[src/sv/periodic_cell_list_binner_assert.svh]
// Assertion macros for the periodic cell list binner.
`ifndef PERIODIC_CELL_LIST_BINNER_ASSERT_SVH
`define PERIODIC_CELL_LIST_BINNER_ASSERT_SVH

// Implication checked on every clock, ignored during reset.
`define PCLB_ASSERT_IMPL(label, clk, rst, ante, cons, msg) \
   label: assert property (@(posedge clk) disable iff (rst) (ante) |-> (cons)) \
      else $error(msg);

// Next-cycle implication, ignored during reset.
`define PCLB_ASSERT_NEXT(label, clk, rst, ante, cons, msg) \
   label: assert property (@(posedge clk) disable iff (rst) (ante) |=> (cons)) \
      else $error(msg);

`endif

[src/sv/pclb_pkg.sv]
// ----------------------------------------------------------------------------
// pclb_pkg
// Shared types and constants of the periodic cell list binner.
// ----------------------------------------------------------------------------
package pclb_pkg;

   localparam int unsigned LEN_W   = 31;
   localparam int unsigned POS_W   = 32;
   localparam int unsigned ATOM_W  = 13;
   localparam int unsigned BIN_W   = 4;
   localparam int unsigned CSR_W   = 2;

   localparam logic [CSR_W-1:0] CSR_BOX_X = 2'd0;
   localparam logic [CSR_W-1:0] CSR_BOX_Y = 2'd1;
   localparam logic [CSR_W-1:0] CSR_BOX_Z = 2'd2;
   localparam logic [CSR_W-1:0] CSR_RANGE = 2'd3;

   // item handed from front end to back end
   typedef struct packed {
      logic              frame_start;
      logic [ATOM_W-1:0] atom;
      logic [POS_W-1:0]  pos_x;
      logic [POS_W-1:0]  pos_y;
      logic [POS_W-1:0]  pos_z;
   } item_type;

   typedef enum logic [2:0] {
      ST_IDLE,
      ST_BINS,
      ST_WRAP,
      ST_BIN,
      ST_LOOK,
      ST_OUT
   } back_state_type;

endpackage

[src/sv/pclb_front.sv]
// ----------------------------------------------------------------------------
// pclb_front
// Input stage and two-entry item queue toward the back end.
// ----------------------------------------------------------------------------
module pclb_front (
   input  logic               clock,
   input  logic               reset,
   input  logic               in_valid,
   output logic               in_stall,
   input  pclb_pkg::item_type in_item,
   output logic               q_valid,
   input  logic               q_pop,
   output pclb_pkg::item_type q_item
);
   pclb_pkg::item_type mem_ff [2];
   logic       wp_ff, rp_ff;
   logic [1:0] cnt_ff, cnt_in;
   logic       push;

   assign in_stall = (cnt_ff == 2'd2);
   assign push     = in_valid && !in_stall;
   assign q_valid  = (cnt_ff != 2'd0);
   assign q_item   = mem_ff[rp_ff];

   always_comb begin
      cnt_in = cnt_ff;
      if (push && !(q_pop && q_valid)) cnt_in = cnt_ff + 2'd1;
      else if (!push && q_pop && q_valid) cnt_in = cnt_ff - 2'd1;
   end

   always_ff @(posedge clock) begin
      if (reset) begin
         wp_ff  <= 1'b0;
         rp_ff  <= 1'b0;
         cnt_ff <= '0;
      end else begin
         cnt_ff <= cnt_in;
         if (push) wp_ff <= ~wp_ff;
         if (q_pop && q_valid) rp_ff <= ~rp_ff;
      end
      if (push) mem_ff[wp_ff] <= in_item;
   end
endmodule

[config.mk]
export PLATFORM = sky130hd
export DESIGN_NAME = pclb_front
export DESIGN_NICKNAME = d
export VERILOG_FILES = /design/src/sv/periodic_cell_list_binner_assert.svh /design/src/sv/pclb_pkg.sv /design/src/sv/pclb_front.sv
export SDC_FILE = /design/constraint.sdc
export NUM_CORES = 1
export LEC_CHECK = 0
export ABC_CLOCK_PERIOD_IN_PS = 5580
export BUFFER_PORTS_ARGS = -buffer_cell sky130_fd_sc_hd__buf_2
export CAP_MARGIN = 20
export CORE_UTILIZATION = 55
export CTS_CLUSTER_SIZE = 20
export DETAILED_ROUTE_END_ITERATION = 10
export PLACE_DENSITY = 0.94
export SLEW_MARGIN = 10
export SYNTH_ARGS = -nofsm -noshare
export SYNTH_HDL_FRONTEND = slang
export SYNTH_SLANG_ARGS = --single-unit
[constraint.sdc]
create_clock -name clock -period 5.58 [get_ports clock]
set_input_delay 0.558 -clock clock [delete_from_list [all_inputs] [get_ports clock]]
set_output_delay 0.558 -clock clock [all_outputs]
set_load 0.005 [all_outputs]
**After elaboration in Yosys (flattened, before gate mapping)**

Memories as Yosys holds them, arrays and structs flattened. A register that Yosys moved wholly into a read port is not among the register bits.
Index checks and enable logic that the tools add are counted.

- Memories: 1
- Logic and storage cells: 25
- Input port bits: 114
- Bits in writable memories: 220
- Output and inout bits: 112
- Register bits after elaboration: 4

- Equality and inequality tests: 1
- Muxes and demuxes: 6
- $add $sub $neg: 2
- Reductions and logical operators: 10
- Bitwise operators: 2

Memory list:

| name | depth | width | read ports | clocked after Yosys merged registers in | write ports | RTL line | text |
|---|---|---|---|---|---|---|---|
| mem_ff | 2 | 110 | 1 | 1 | 1 | pclb_front.sv:15 | `pclb_pkg::item_type mem_ff [2];` |

Operator list:

| operator | number |
|---|---|
| $logic_and 1x1->1 | 5 |
| $mux 1 | 4 |
| $mux 2 | 2 |
| $reduce_bool 2->1 | 2 |
| $logic_not 1->1 | 3 |
| $add 2x1->2 const B | 1 |
| $eq 2x2->1 const B | 1 |
| $not 1->1 | 2 |
| $sub 2x1->2 const B | 1 |

**Depth between registers and ports, before layout**

- Word-level depth: 8
- Mapped depth: 4
- Gate-level depth less buffers: 4

**Least setup slack after synthesis**

OpenSTA, ideal clock, no wires.

- Kind: input port to flip-flop
- Start point: input in_valid
- End point: memory mem_ff[1][0] (netlist bit), enable pin
- Data arrival time: 3.149 ns
- Slack: 1.949 ns
- Setup time: 0.482 ns
- Cell stages on the path: 1
- Buffers on the path: 0
- Data required time: 5.098 ns
- Cells stage by stage: and3_1

- Longest elaborated chain between the ends: 3

Ends and longest elaborated chain:

| element | RTL line | text |
|---|---|---|
| start, declared | pclb_front.sv:8 | `input logic in_valid,` |
| $logic_and 1x1->1 | pclb_front.sv:21 | `assign push = in_valid && !in_stall;` |
| $mux 1 | pclb_front.sv:41 | `if (push) mem_ff[wp_ff] <= in_item;` |
| $mux 1 (not written as such) | pclb_front.sv:41 |  |
| end, declared | pclb_front.sv:15 |  |

No other way between the ends.

==> results.md <==
- Later-pin clock latency in the skew report: 0.49 ns
- Worst-Margin Slew: 0.8727 ns
- Simple-gate share of the synthesized area: 0.6920%
- Die H: 123.6 µm
- Fill cells: 903
- Hpwl dp: 9.816 mm
- H-Tree Depth: 1
- F_max: 0.3175 GHz
- Routed wire length: 15.22 mm
- Compound-Gate Fraction of Synth Area: 0.5536%
- GRT Overall Usage: 19.05%
- Post-route setup TNS: 0 ns
- Post-CTS Resized: 0
- Net count after synthesis: 483
- Period utilisation layout: 56.45%
- DIE WIDTH: 123.6 µm
- Antenna-violating nets left: 0
- Total core area: 14,480 µm²
- Worst vdd ir: 338.0 µV
- Critical Path Max Stage Delay: 0.77 ns
- Worst-case clock buffer depth: 3
- CTS Sinks: 225
- Worst setup EP type: output port
- Clock Pin Slew Worst Setup and Hold Paths: 0.06 ns
- Share of layout cells above drive strength 1: 60.45%
- Final hold viol count: 0
- Die ar.: 15,280 µm²
- Avg Vias per Cell: 5.290
- First-pass GRT wire length: 21.81 mm
- Critical path cell sequence: buf_4 -> mux2_2 -> buf_2
- Diodes inserted: 0
- Port buffer count: 225
- Most used DFF post-synth: edfxtp_1
- Final #Nets: 723
- Wire per inst: 18.88 µm
- HP Class: input port to flip-flop
- Ports: 226
- Synth cell types: 21
- DR pass1 iterations: 4
- Post-CTS Hold Buffers: 0
- Starting Density: 56.20%
- Register bit total from synthesis: 225
- Slew margin rel.: 41.82%
- RSZ-0062 raised after global routing: false
- Skew final: 0.01882 ns
- Initial antenna violation count: 0
- Slowest cell on crit path: dfxtp_4
- Sequential share of the synthesized area: 82.42%
- Setup Buffers After CTS: 0
- CTS tree: done
- Arrival time worst endpoint: 2.59 ns
- Syn. warnings: 0
- Fin util: 70.34%
- Critical Path Start Type: flip-flop
- Synth Area in XOR/XNOR: 0.1076%
- Syn Inst Count: 369
- Total power per unit cell area: 371.5 nW/µm²
- Residual DRC: 0
- CTS buffer count: 22
- GRT overflow: 0
- Tmin final: 3.150 ns
- Post-Synth Adder-Cell Area: 0%
- Leakage power: 0.003815 µW
- Max Cap Violations: 0
- Crit path kind: flip-flop to output port
- # rows: 44
- Required @ worst endpoint: 5.02 ns
- Vias in the first global route: 4,293
- EDFF count, synth: 220
- Synthesized area per cell: 22.05 µm²
- Pin count of the biggest net entering global routing: 66
- Ys async rst share: 0%
- DR iter-0 viols: 199
- Layout area overhead: 25.17%
- Mux cell area share after synthesis: 15.35%
- Final setup viols: 0
- CP Max Fanout: 60
- Root buffer cell: clkbuf_16
- Final Wtd Congestion: 0.7731
- Vias post-DR: 4,264
- Netlist Area Pre-Place: 8137 µm²
- Largest family of logic cells by synthesized area: multiplexers
- Run status: complete, no violations
- Final Max Slew Viols: 0
kinds of logic (layout without fill, tap and decap cells):
| logic type | Yosys count | count (layout) |
|---|---|---|
| and+or+nand+nor | 9 | 9 |
| DFF | 225 | 225 |
| buffers and inverters | 15 | 268 |
| muxes | 111 | 111 |
| AOI/OAI and AO/OA | 8 | 8 |
| xor gates and xnor gates | 1 | 1 |
Yosys cell counts, types with 2 or more instances:
library cell	instances	area [µm²]
dfxtp_1	5	100.1
o21ai_0	2	10.01
nor2_1	2	7.510
mux2_2	110	1239
a21oi_1	4	20.02
edfxtp_1	220	6606
buf_2	12	60.06
placed cells by master, fill, tap and decap left out, drive strengths merged:
cell type,count
nor2,2
dfxtp,5
a21oi,4
or3,1
or2,2
a21o,1
and3,1
o21ai,2
xor2,1
clkbuf,24
nor3b,1
mux2,110
buf,228
nand3b,1
edfxtp,220
nand2b,1
o211ai,1
clkinv,11
inv,2
bufinv,3
mux2i,1
flip-flops by register name (all words and copies together), names as in the netlist, named ones only:
signal and count:
wp_ff 1, rp_ff 1, mem_ff 220, cnt_ff 2
area by class of cell:
type | instances | area [µm²] | area share [%]
Sequential cell | 225 | 6710 | 65.88
Multi-Input combinational cell | 129 | 1364 | 13.39
Timing Repair Buffer | 228 | 1149 | 11.28
Clock buffer | 24 | 579.3 | 5.688
Tap cell | 184 | 230.2 | 2.260
Clock inverter | 13 | 138.9 | 1.364
Inverter | 3 | 13.76 | 0.1351
through the flow:
step / total power [µW] / std cells / setup slack (ns) / area, µm² / hold slack, ns
finish: 3784 / 806 / 2.430 / 10180 / 0.2476
global route: 3914 / 806 / 2.277 / 10180 / 0.2321
CTS: 3818 / 806 / 2.388 / 10180 / 0.2326
detailed placement: 2367 / 769 / 2.597 / 9467 / 0.4972
global placement: 2343 / 769 / 2.764 / 9467 / 0.4740
floorplan: 2199 / 369 / 1.949 / 8137 / 0.4518
worst max-delay path, delay by kind of cell (launching register included):
kind / cells / cell delay, ns
buffers and inverters: 2 / 0.84
multiplexers: 1 / 0.43
flip-flops: 1 / 0.77
per-layer routing:
layer	part of all wire (%)	vias to the layer above	GRT usage, %
met1	38	2111	22.15
met3	8.1	27	5.357
met4	1.7	0	6.024
met2	52	177	33.99
li1	-	1949	-
met5	0	-	0
worst paths after layout:
kind                                             start                      end  slack, ns  depth (start not counted)
worst max-delay path                         flip-flop               q_item[53]       2.43                          3
worst min-delay path                       in_item[63]  mem_ff[1][63]$_DFFE_PP_       0.25                          1
worst max register to register  cnt_ff[0]$_SDFFE_PP0P_  mem_ff[0][25]$_DFFE_PP_       2.77                          5
worst min register to register      wp_ff$_SDFFE_PP0P_       wp_ff$_SDFFE_PP0P_       0.52                          2
where the power goes:
group	switching (µW)	leakage (µW)	internal (µW)
Combinational	159	0.00135	172
Sequential	35.3	0.00210	1960
Clock	570	0.000357	882
Total	765	0.00382	3020
(Power assumes the default switching activity.)
